==> config.mk <==
export PLATFORM = sky130hd
export DESIGN_NAME = held_note_table_core_flat
export DESIGN_NICKNAME = d
export VERILOG_FILES = /design/src/rtl/core/hnt_pkg.sv /design/src/rtl/core/hnt_event_if.sv /design/src/rtl/core/hnt_result_if.sv /design/src/rtl/core/held_note_table_core.sv /design/src/flat_wrapper.sv
export SDC_FILE = /design/constraint.sdc
export NUM_CORES = 2
export LEC_CHECK = 0
export BUFFER_PORTS_ARGS = -buffer_cell sky130_fd_sc_hd__buf_2
export CORE_ASPECT_RATIO = 1.25
export CORE_MARGIN = 2
export CORE_UTILIZATION = 62
export CTS_CLUSTER_DIAMETER = 50
export DETAILED_ROUTE_END_ITERATION = 10
export GPL_TIMING_DRIVEN = 0
export PLACE_DENSITY = 0.79
export SYNTH_ARGS = -nofsm -noshare
export SYNTH_HDL_FRONTEND = slang
export SYNTH_SLANG_ARGS = --single-unit
==> constraint.sdc <==
create_clock -name i_clk -period 9.7 [get_ports i_clk]
set_input_delay 0.97 -clock i_clk [delete_from_list [all_inputs] [get_ports i_clk]]
set_output_delay 0.97 -clock i_clk [all_outputs]
set_load 0.02 [all_outputs]
==> src/rtl/core/hnt_pkg.sv <==
// Shared constants, types and a helper function of the held note table.
`default_nettype none

package hnt_pkg;

    localparam int TABLE_DEPTH = 32;
    localparam int ADDR_W      = (TABLE_DEPTH > 1) ? $clog2(TABLE_DEPTH) : 1;
    localparam int CNT_W       = $clog2(TABLE_DEPTH + 1);

    localparam int ACTION_W = 2;
    localparam int CHAN_W   = 4;
    localparam int NOTE_W   = 7;
    localparam int VEL_W    = 7;
    localparam int TICK_W   = 32;
    localparam int PERIOD_W = 32;
    localparam int FRAME_W  = 48;
    localparam int POS_W    = 5;
    localparam int TCOUNT_W = 6;

    localparam logic [PERIOD_W-1:0] PERIOD_RESET = 32'd68267;

    // frame = floor(period * ticks * 441 / (5 * 2^17)) mod 2^48
    localparam int PROD_W     = PERIOD_W + TICK_W;
    localparam int MUL_W      = 9;
    localparam logic [MUL_W-1:0] SAMPLE_MUL = 9'd441;
    localparam int SCALED_W   = PROD_W + MUL_W;
    localparam int DIV_SHIFT  = 17;
    localparam int NUM_W      = SCALED_W - DIV_SHIFT;
    localparam int DIGIT_W    = 4;
    localparam int DIV_DIGITS = NUM_W / DIGIT_W;
    localparam int DCNT_W     = $clog2(DIV_DIGITS);
    localparam int REM_W      = 3;

    typedef enum logic [ACTION_W-1:0] {
        ACT_NOTE_ON  = 2'd0,
        ACT_NOTE_OFF = 2'd1,
        ACT_OTHER    = 2'd2
    } t_action;

    typedef struct packed {
        logic [CHAN_W-1:0] chan;
        logic [NOTE_W-1:0] note;
        logic [VEL_W-1:0]  vel;
    } t_entry;

    typedef struct packed {
        logic signed [FRAME_W-1:0] frames_elapsed;
        logic                      entry_valid;
        logic [POS_W-1:0]          entry_position;
        logic [CHAN_W-1:0]         entry_channel;
        logic [NOTE_W-1:0]         entry_note;
        logic [VEL_W-1:0]          entry_velocity;
        logic [TCOUNT_W-1:0]       table_count;
        logic                      overflow;
        logic                      last;
    } t_result;

    typedef struct packed {
        logic [DIGIT_W-1:0] quo;
        logic [REM_W-1:0]   rem;
    } t_div5;

    // One radix-16 digit of a divide by five; t < 80, reciprocal 205/1024 is exact here.
    function automatic t_div5 div5_step(input logic [REM_W-1:0] rem,
                                        input logic [DIGIT_W-1:0] digit);
        logic [REM_W+DIGIT_W-1:0] t;
        logic [14:0]              scaled;
        logic [REM_W+DIGIT_W-1:0] back;
        t_div5                    res;
        t        = {rem, digit};
        scaled   = 15'(t) * 15'd205;
        res.quo  = scaled[13:10];
        back     = 7'(res.quo) * 7'd5;
        res.rem  = REM_W'(t - back);
        return res;
    endfunction

endpackage

`default_nettype wire

==> src/rtl/core/hnt_event_if.sv <==
// Event input channel: valid/ready handshake with the event fields.
`default_nettype none

interface hnt_event_if;
    logic                          valid;
    logic                          ready;
    logic [hnt_pkg::ACTION_W-1:0]  action;
    logic [hnt_pkg::CHAN_W-1:0]    midi_channel;
    logic [hnt_pkg::NOTE_W-1:0]    note_number;
    logic [hnt_pkg::VEL_W-1:0]     note_velocity;
    logic [hnt_pkg::TICK_W-1:0]    tick_count;

    modport source(output valid, action, midi_channel, note_number, note_velocity,
                   tick_count, input ready);
    modport sink(input valid, action, midi_channel, note_number, note_velocity,
                 tick_count, output ready);
endinterface

`default_nettype wire

==> src/rtl/core/hnt_result_if.sv <==
// Result output channel: valid/ready handshake with the result fields.
`default_nettype none

interface hnt_result_if;
    logic                                valid;
    logic                                ready;
    logic signed [hnt_pkg::FRAME_W-1:0]  frames_elapsed;
    logic                                entry_valid;
    logic [hnt_pkg::POS_W-1:0]           entry_position;
    logic [hnt_pkg::CHAN_W-1:0]          entry_channel;
    logic [hnt_pkg::NOTE_W-1:0]          entry_note;
    logic [hnt_pkg::VEL_W-1:0]           entry_velocity;
    logic [hnt_pkg::TCOUNT_W-1:0]        table_count;
    logic                                overflow;
    logic                                last;

    modport source(output valid, frames_elapsed, entry_valid, entry_position,
                   entry_channel, entry_note, entry_velocity, table_count, overflow,
                   last, input ready);
    modport sink(input valid, frames_elapsed, entry_valid, entry_position,
                 entry_channel, entry_note, entry_velocity, table_count, overflow,
                 last, output ready);
endinterface

`default_nettype wire

==> src/rtl/core/held_note_table_core.sv <==
// Held note table: ordered note memory, note on/off handling, tick to frame tracker.
//
// Usage:
//   i_event  : one word per MIDI event (action, channel, note, velocity, tick_count).
//              Taken only while the core is idle; ready drops for the whole event.
//   o_result : one word per held note after the event, in table order, or a single
//              word with entry_valid low when the table is empty; last marks the end.
//              Every word repeats frames_elapsed, table_count and overflow.
//   i_cfg_wr_en / i_cfg_wr_data : write of the Q16.16 ms-per-tick register. Write
//              only while no event is in flight.
// Per event:
//   frame math runs beside the table work: 32x32 product at accept, x441 scale,
//   14 radix-16 divide-by-five steps, delta.
//   note on / other: first word once the delta is ready.
//   note off: in-place compaction through the table's write port and registered
//   read port, overlapped with the frame math; first word once both are done.
//   Readout streams one word per cycle while the receiver does not stall.
// Reset clears the count, the frame position and the register to 68267; the table
// memory itself is not cleared. A stalled receiver holds the output register and
// backs the readout up; the next event can be taken while the last word still waits.
`default_nettype none

module held_note_table_core (
    input  wire logic                          i_clk,
    input  wire logic                          i_rst_n,
    input  wire logic                          i_cfg_wr_en,
    input  wire logic [hnt_pkg::PERIOD_W-1:0]  i_cfg_wr_data,
    hnt_event_if.sink                          i_event,
    hnt_result_if.source                       o_result
);

    typedef enum logic [3:0] {
        ST_IDLE    = 4'b0001,
        ST_COMPACT = 4'b0010,
        ST_SYNC    = 4'b0100,
        ST_READ    = 4'b1000
    } t_state;

    typedef enum logic [3:0] {
        FR_IDLE  = 4'b0001,
        FR_SCALE = 4'b0010,
        FR_DIV   = 4'b0100,
        FR_DELTA = 4'b1000
    } t_fr_state;

    localparam int AW = hnt_pkg::ADDR_W;
    localparam int CW = hnt_pkg::CNT_W;

    // control state
    t_state                          r_state, n_state;
    t_fr_state                       r_fr_state;
    logic [hnt_pkg::PERIOD_W-1:0]    r_period;
    logic [CW-1:0]                   r_count;
    logic [hnt_pkg::FRAME_W-1:0]     r_last_pos;
    logic                            r_out_valid;
    logic                            r_rd_pend;
    logic [CW-1:0]                   r_rd_idx;
    logic [CW-1:0]                   r_wr_idx;

    // datapath
    logic [hnt_pkg::FRAME_W-1:0]     r_delta;
    logic                            r_ovf;
    logic [hnt_pkg::CHAN_W-1:0]      r_chan;
    logic [hnt_pkg::NOTE_W-1:0]      r_note;
    logic [CW-1:0]                   r_q_pos;
    hnt_pkg::t_entry                 r_mem [hnt_pkg::TABLE_DEPTH];
    hnt_pkg::t_entry                 r_ram_q;
    hnt_pkg::t_result                r_out;
    logic [hnt_pkg::PROD_W-1:0]      r_fr_prod;
    logic [hnt_pkg::NUM_W-1:0]       r_div_num;
    logic [hnt_pkg::FRAME_W-1:0]     r_div_quo;
    logic [hnt_pkg::REM_W-1:0]       r_div_rem;
    logic [hnt_pkg::DCNT_W-1:0]      r_div_cnt;

    logic                            accept;
    logic                            is_on, is_off, room;
    logic                            rd_more, keep, move, out_free, empty_load;
    logic                            mem_we, mem_re;
    logic [AW-1:0]                   mem_waddr, mem_raddr;
    hnt_pkg::t_entry                 mem_wdata, ev_entry;
    logic [hnt_pkg::PROD_W-1:0]      prod_c;
    logic [hnt_pkg::SCALED_W-1:0]    scaled_c;
    hnt_pkg::t_div5                  dstep;

    assign accept   = i_event.valid && i_event.ready;
    assign is_on    = (i_event.action == hnt_pkg::ACT_NOTE_ON);
    assign is_off   = (i_event.action == hnt_pkg::ACT_NOTE_OFF);
    assign room     = (r_count < CW'(hnt_pkg::TABLE_DEPTH));
    assign rd_more  = (r_rd_idx < r_count);
    assign out_free = !r_out_valid || o_result.ready;
    assign move     = (r_state == ST_READ) && r_rd_pend && out_free;
    assign empty_load = (r_state == ST_READ) && (r_count == '0) && out_free;
    assign keep     = r_rd_pend &&
                      !((r_ram_q.note == r_note) && (r_ram_q.chan == r_chan));

    assign ev_entry.chan = i_event.midi_channel;
    assign ev_entry.note = i_event.note_number;
    assign ev_entry.vel  = i_event.note_velocity;

    assign i_event.ready = (r_state == ST_IDLE);

    // memory port control
    always_comb begin
        mem_we    = 1'b0;
        mem_waddr = r_count[AW-1:0];
        mem_wdata = ev_entry;
        mem_re    = 1'b0;
        mem_raddr = r_rd_idx[AW-1:0];
        unique case (r_state)
            ST_IDLE: begin
                mem_we = accept && is_on && room;
            end
            ST_COMPACT: begin
                mem_re    = rd_more;
                mem_we    = keep;
                mem_waddr = r_wr_idx[AW-1:0];
                mem_wdata = r_ram_q;
            end
            ST_READ: begin
                mem_re = rd_more && (!r_rd_pend || move);
            end
            default: begin
            end
        endcase
    end

    // table memory, one write and one registered read per cycle
    always_ff @(posedge i_clk) begin
        if (mem_we) begin
            r_mem[mem_waddr] <= mem_wdata;
        end
        if (mem_re) begin
            r_ram_q <= r_mem[mem_raddr];
        end
    end

    // event sequencer
    always_comb begin
        n_state = r_state;
        unique case (r_state)
            ST_IDLE: begin
                if (accept) begin
                    n_state = is_off ? ST_COMPACT : ST_SYNC;
                end
            end
            ST_COMPACT: begin
                if (!rd_more && !r_rd_pend) begin
                    n_state = ST_SYNC;
                end
            end
            ST_SYNC: begin
                if (r_fr_state == FR_IDLE) begin
                    n_state = ST_READ;
                end
            end
            ST_READ: begin
                if (empty_load || (move && ((r_q_pos + CW'(1)) == r_count))) begin
                    n_state = ST_IDLE;
                end
            end
            default: n_state = ST_IDLE;
        endcase
    end

    always_ff @(posedge i_clk) begin
        if (!i_rst_n) begin
            r_state     <= ST_IDLE;
            r_period    <= hnt_pkg::PERIOD_RESET;
            r_count     <= '0;
            r_out_valid <= 1'b0;
            r_rd_pend   <= 1'b0;
            r_rd_idx    <= '0;
            r_wr_idx    <= '0;
        end else begin
            r_state <= n_state;
            if (i_cfg_wr_en) begin
                r_period <= i_cfg_wr_data;
            end
            if (accept && is_on && room) begin
                r_count <= r_count + CW'(1);
            end
            if (r_state == ST_COMPACT && !rd_more && !r_rd_pend) begin
                r_count <= r_wr_idx;
            end

            // read pointer and pending flag shared by compaction and readout
            if (accept || r_state == ST_SYNC) begin
                r_rd_idx  <= '0;
                r_wr_idx  <= '0;
                r_rd_pend <= 1'b0;
            end else begin
                if (mem_re) begin
                    r_rd_idx <= r_rd_idx + CW'(1);
                end
                if (r_state == ST_COMPACT) begin
                    r_rd_pend <= mem_re;
                    if (keep) begin
                        r_wr_idx <= r_wr_idx + CW'(1);
                    end
                end else if (r_state == ST_READ) begin
                    r_rd_pend <= mem_re || (r_rd_pend && !move);
                end
            end

            if (move || empty_load) begin
                r_out_valid <= 1'b1;
            end else if (o_result.ready) begin
                r_out_valid <= 1'b0;
            end
        end
    end

    // event latch, read position tag and output word
    always_ff @(posedge i_clk) begin
        if (accept) begin
            r_chan <= i_event.midi_channel;
            r_note <= i_event.note_number;
            r_ovf  <= is_on && !room;
        end
        if (mem_re) begin
            r_q_pos <= r_rd_idx;
        end
        if (move || empty_load) begin
            r_out.frames_elapsed <= r_delta;
            r_out.table_count    <= hnt_pkg::TCOUNT_W'(r_count);
            r_out.overflow       <= r_ovf;
            r_out.entry_valid    <= move;
            r_out.entry_position <= move ? hnt_pkg::POS_W'(r_q_pos) : '0;
            r_out.entry_channel  <= move ? r_ram_q.chan : '0;
            r_out.entry_note     <= move ? r_ram_q.note : '0;
            r_out.entry_velocity <= move ? r_ram_q.vel : '0;
            r_out.last           <= empty_load || ((r_q_pos + CW'(1)) == r_count);
        end
    end

    // frame tracker: product, x441 scale, digit-serial divide by five, delta
    assign prod_c   = {{hnt_pkg::TICK_W{1'b0}}, r_period} *
                      {{hnt_pkg::PERIOD_W{1'b0}}, i_event.tick_count};
    assign scaled_c = {{hnt_pkg::MUL_W{1'b0}}, r_fr_prod} *
                      hnt_pkg::SCALED_W'(hnt_pkg::SAMPLE_MUL);
    assign dstep    = hnt_pkg::div5_step(r_div_rem,
                          r_div_num[hnt_pkg::NUM_W-1 -: hnt_pkg::DIGIT_W]);

    always_ff @(posedge i_clk) begin
        if (!i_rst_n) begin
            r_fr_state <= FR_IDLE;
            r_last_pos <= '0;
        end else begin
            unique case (r_fr_state)
                FR_IDLE: begin
                    if (accept) begin
                        r_fr_state <= FR_SCALE;
                    end
                end
                FR_SCALE: r_fr_state <= FR_DIV;
                FR_DIV: begin
                    if (r_div_cnt == '0) begin
                        r_fr_state <= FR_DELTA;
                    end
                end
                FR_DELTA: begin
                    r_last_pos <= r_div_quo;
                    r_fr_state <= FR_IDLE;
                end
                default: r_fr_state <= FR_IDLE;
            endcase
        end
    end

    always_ff @(posedge i_clk) begin
        if (accept) begin
            r_fr_prod <= prod_c;
        end
        if (r_fr_state == FR_SCALE) begin
            r_div_num <= scaled_c[hnt_pkg::SCALED_W-1 -: hnt_pkg::NUM_W];
            r_div_rem <= '0;
            r_div_quo <= '0;
            r_div_cnt <= hnt_pkg::DCNT_W'(hnt_pkg::DIV_DIGITS - 1);
        end
        if (r_fr_state == FR_DIV) begin
            r_div_num <= r_div_num << hnt_pkg::DIGIT_W;
            r_div_rem <= dstep.rem;
            r_div_quo <= {r_div_quo[hnt_pkg::FRAME_W-hnt_pkg::DIGIT_W-1:0], dstep.quo};
            r_div_cnt <= r_div_cnt - hnt_pkg::DCNT_W'(1);
        end
        if (r_fr_state == FR_DELTA) begin
            r_delta <= r_div_quo - r_last_pos;
        end
    end

    assign o_result.valid          = r_out_valid;
    assign o_result.frames_elapsed = r_out.frames_elapsed;
    assign o_result.entry_valid    = r_out.entry_valid;
    assign o_result.entry_position = r_out.entry_position;
    assign o_result.entry_channel  = r_out.entry_channel;
    assign o_result.entry_note     = r_out.entry_note;
    assign o_result.entry_velocity = r_out.entry_velocity;
    assign o_result.table_count    = r_out.table_count;
    assign o_result.overflow       = r_out.overflow;
    assign o_result.last           = r_out.last;

endmodule

`default_nettype wire

==> src/flat_wrapper.sv <==
// flat-port wrapper written by rule: the top's interface ports become plain ports
module held_note_table_core_flat 
  (i_clk, i_rst_n, i_cfg_wr_en, i_cfg_wr_data, i_event_valid, i_event_action, i_event_midi_channel, i_event_note_number, i_event_note_velocity, i_event_tick_count, i_event_ready, o_result_valid, o_result_frames_elapsed, o_result_entry_valid, o_result_entry_position, o_result_entry_channel, o_result_entry_note, o_result_entry_velocity, o_result_table_count, o_result_overflow, o_result_last, o_result_ready);
  hnt_event_if i_event_i ();
  hnt_result_if o_result_i ();
  input  wire logic i_clk;
  input  wire logic i_rst_n;
  input  wire logic i_cfg_wr_en;
  input  wire logic [hnt_pkg::PERIOD_W-1:0] i_cfg_wr_data;
  input wire logic [$bits(i_event_i.valid)-1:0] i_event_valid;
  input wire logic [$bits(i_event_i.action)-1:0] i_event_action;
  input wire logic [$bits(i_event_i.midi_channel)-1:0] i_event_midi_channel;
  input wire logic [$bits(i_event_i.note_number)-1:0] i_event_note_number;
  input wire logic [$bits(i_event_i.note_velocity)-1:0] i_event_note_velocity;
  input wire logic [$bits(i_event_i.tick_count)-1:0] i_event_tick_count;
  output wire logic [$bits(i_event_i.ready)-1:0] i_event_ready;
  output wire logic [$bits(o_result_i.valid)-1:0] o_result_valid;
  output wire logic [$bits(o_result_i.frames_elapsed)-1:0] o_result_frames_elapsed;
  output wire logic [$bits(o_result_i.entry_valid)-1:0] o_result_entry_valid;
  output wire logic [$bits(o_result_i.entry_position)-1:0] o_result_entry_position;
  output wire logic [$bits(o_result_i.entry_channel)-1:0] o_result_entry_channel;
  output wire logic [$bits(o_result_i.entry_note)-1:0] o_result_entry_note;
  output wire logic [$bits(o_result_i.entry_velocity)-1:0] o_result_entry_velocity;
  output wire logic [$bits(o_result_i.table_count)-1:0] o_result_table_count;
  output wire logic [$bits(o_result_i.overflow)-1:0] o_result_overflow;
  output wire logic [$bits(o_result_i.last)-1:0] o_result_last;
  input wire logic [$bits(o_result_i.ready)-1:0] o_result_ready;
  assign i_event_i.valid = i_event_valid;
  assign i_event_i.action = i_event_action;
  assign i_event_i.midi_channel = i_event_midi_channel;
  assign i_event_i.note_number = i_event_note_number;
  assign i_event_i.note_velocity = i_event_note_velocity;
  assign i_event_i.tick_count = i_event_tick_count;
  assign i_event_ready = i_event_i.ready;
  assign o_result_valid = o_result_i.valid;
  assign o_result_frames_elapsed = o_result_i.frames_elapsed;
  assign o_result_entry_valid = o_result_i.entry_valid;
  assign o_result_entry_position = o_result_i.entry_position;
  assign o_result_entry_channel = o_result_i.entry_channel;
  assign o_result_entry_note = o_result_i.entry_note;
  assign o_result_entry_velocity = o_result_i.entry_velocity;
  assign o_result_table_count = o_result_i.table_count;
  assign o_result_overflow = o_result_i.overflow;
  assign o_result_last = o_result_i.last;
  assign o_result_i.ready = o_result_ready;
  held_note_table_core u_core (.i_clk(i_clk), .i_rst_n(i_rst_n), .i_cfg_wr_en(i_cfg_wr_en), .i_cfg_wr_data(i_cfg_wr_data), .i_event(i_event_i), .o_result(o_result_i));
endmodule
==> metrics.txt <==
register bit total from synthesis 1023; Longest Clk Path Bufs 3; fmax 0.103 GHz; dpl ws -0.665 ns; GRT Util Overall 38.2%; Synth Flop Type edfxtp_1; Synth Warn # 0; # hold bufs at CTS 0; # rows 152; Via density 6.17; flip-flop and latch area 29600 µm²; CP most frequent cell fa_1; number of antenna violations at the first check in global routing 30; final-stage net count 9472; initial core utilization 62.5%; synth-to-layout area growth 8.68%; CTS H-tree depth 3; clock slew at reported path FFs 0.07 ns; CTS Sinks 1023; Crit Path Max Fanout 10; final cell count without fillers 9629; die area 142000 µm²; Net Count, Synth 9166; post-detail-place hpwl 198 mm; WL per Instance 27.4 µm; hold_ws 0.373 ns; # setup viols final 1; Hold Path Class primary input to flip-flop; Buf/Inv on CP 6; Slew Viols, Final 0; setup ws final -0.0316 ns; CP max stage delay 1.00 ns; Vias 59400; Max-slew headroom 2.10%; Post-Syn Area 86000 µm²; synth unique cells 73; EDFF count, synth 911; Period minus WS final 9.73 ns; first-pass GRT wire length 389 mm; syn avg cell area 11.7 µm²; vias in the first global route 61300; synth cell count leaders 1271 x inv_1, 1148 x fa_1, 911 x edfxtp_1, 772 x nand2_1, 654 x and2_1; CP arrival 10.18 ns; routed wire length 264 mm; clock skew 0.134 ns; die width 337 µm; share of layout cells above drive strength 1 8.71%; initial DRC count 6013; top cell type's share of synthesized area 31.8%; Hold Violations, Final 0; status finished, violations left; cell family with most CP delay adder cells; largest area contributor in the synthesized netlist edfxtp_1; largest net degree at the start of global routing 67; # port buffers 169; root buffer cell clkbuf_16; top cells by area, synth edfxtp_1 32%, fa_1 27%, ha_1 8.2%; Crit Path Category primary input to flip-flop; most frequent cell after synthesis inv_1; number of CTS-inserted buffers 100; Worst-Skew Late Latency 0.80 ns; Crit. End Element flip-flop; antenna-violating nets left 0; gpl congestion 1.04; failing checks negative setup slack; TNS Setup -0.0316 ns; total gr overflow 0; max_cap viols 0; fin crit share 100%; drc violations 0; post-synthesis sequential area ratio 34.4%; CP Data Required Time 10.15 ns; dpl cells 9421; Synth Instances 7368; chip height 420 µm; Synth async-reset ratio 0%; CTS tree built; Worst Setup Start Kind primary input; Fill cells 9847; Worst path slowest cell clkbuf_1; Worst-Margin Slew 1.47 ns; IO Count 171; Core Area 138000 µm²; DR pass1 iterations 9; area occupied by multi-input gates 50500 µm²
per-layer routing:
metal / wire, µm / track usage, % / vias up / part of all wire (%)
li1: - / - / 24600 / -
met1: 91900 / 47.0 / 30200 / 35
met2: 125000 / 60.9 / 3636 / 47
met3: 26300 / 8.71 / 976 / 10
met4: 21400 / 25.0 / 8 / 8.1
met5: 47 / 0 / - / 0.018
kinds of logic (layout without fill, tap and decap cells):
group | Yosys count | count (layout) | share of synthesized area [%]
muxes | 233 | 233 | 5.36
AOI/OAI and AO/OA | 709 | 709 | 5.31
xor gates and xnor gates | 203 | 203 | 2.07
adders and majority gates | 1709 | 1709 | 34.9
and+or+nand+nor | 1870 | 1870 | 10.9
buffers and inverters | 1621 | 2015 | 7.08
DFF | 1023 | 1023 | 34.4
other | 0 | 19 | 0
through the flow:
stage                     area [µm²]  utilization, %
after floorplan                86000               -
after global placement         89200            64.8
after detailed placement       89900            65.3
after CTS                      93300            67.9
after global routing           93400            67.9
final                          93500            68.0
layout by cell type, fill, tap and decap left out, types with 35 or more instances in the layout:
cell       netlist  layout
and2_1         654     654
o21ai_0        145     145
inv_1         1271    1270
a21boi_0        57      57
nand4_1         46      46
nand2_1        772     771
mux2i_1         35      35
buf_2            2     172
xor2_1          85      85
nor3_1          36      35
clkbuf_2         0      48
ha_1           561     561
nand3_1         50      50
clkbuf_16        0     100
a21oi_1        191     191
a21o_1         119     119
and3_1          45      45
clkbuf_1       327     290
nor2_1         147     115
mux4_2         180     180
dfxtp_1        112     111
edfxtp_1       911     911
fa_1          1148    1148
xnor2_1        118     118
nor2b_1         52      52
path summary, 6_finish.rpt:
check / from / to / slack (ns) / cells past startpoint
max: i_event_tick_count[25] / u_core.r_fr_prod[62] / -0.03 / 27
max reg2reg: u_core.r_period[14] / u_core.r_fr_prod[62] / 0 / 27
min reg2reg: u_core.r_delta[20] / u_core.o_result.frames_elapsed[20] / 0.42 / 0
min: i_event_midi_channel[2] / u_core.r_chan[2] / 0.37 / 1
area by class of cell:
class	instances	area share, %
sequential	1023	31.7
buffer	349	1.48
timing repair buffer	205	1.54
tap	1848	2.47
multi-input combinational	4724	54.0
inverter	1271	5.11
clock inverter	71	0.912
clock buffer	119	2.79
antenna	19	0.0509
sequential cells by signal, summed over array words and instances, names as in the netlist, 7 cells and up:
register,cells
u_core.r_div_num,56
u_core.r_ram_q,18
u_core.o_result.entry_velocity,7
u_core.r_delta,48
u_core.o_result.frames_elapsed,48
u_core.r_mem,576
u_core.r_last_pos,48
u_core.r_fr_prod,64
u_core.r_note,7
u_core.r_period,32
u_core.o_result.entry_note,7
u_core.r_div_quo,48
repair_timing:
| item | in CTS | in global routing |
|---|---|---|
| hold endpoints to repair | 0 | 0 |
| setup endpoints to repair | 6 | 8 |
| buffers inserted | 0 | 0 |
| resized for setup | 6 | 126 |
| pin swaps | 0 | 0 |
Power is left out: the tool's default activity adds up to more than one toggle a clock period on the data nets, which glitch-free logic cannot reach.
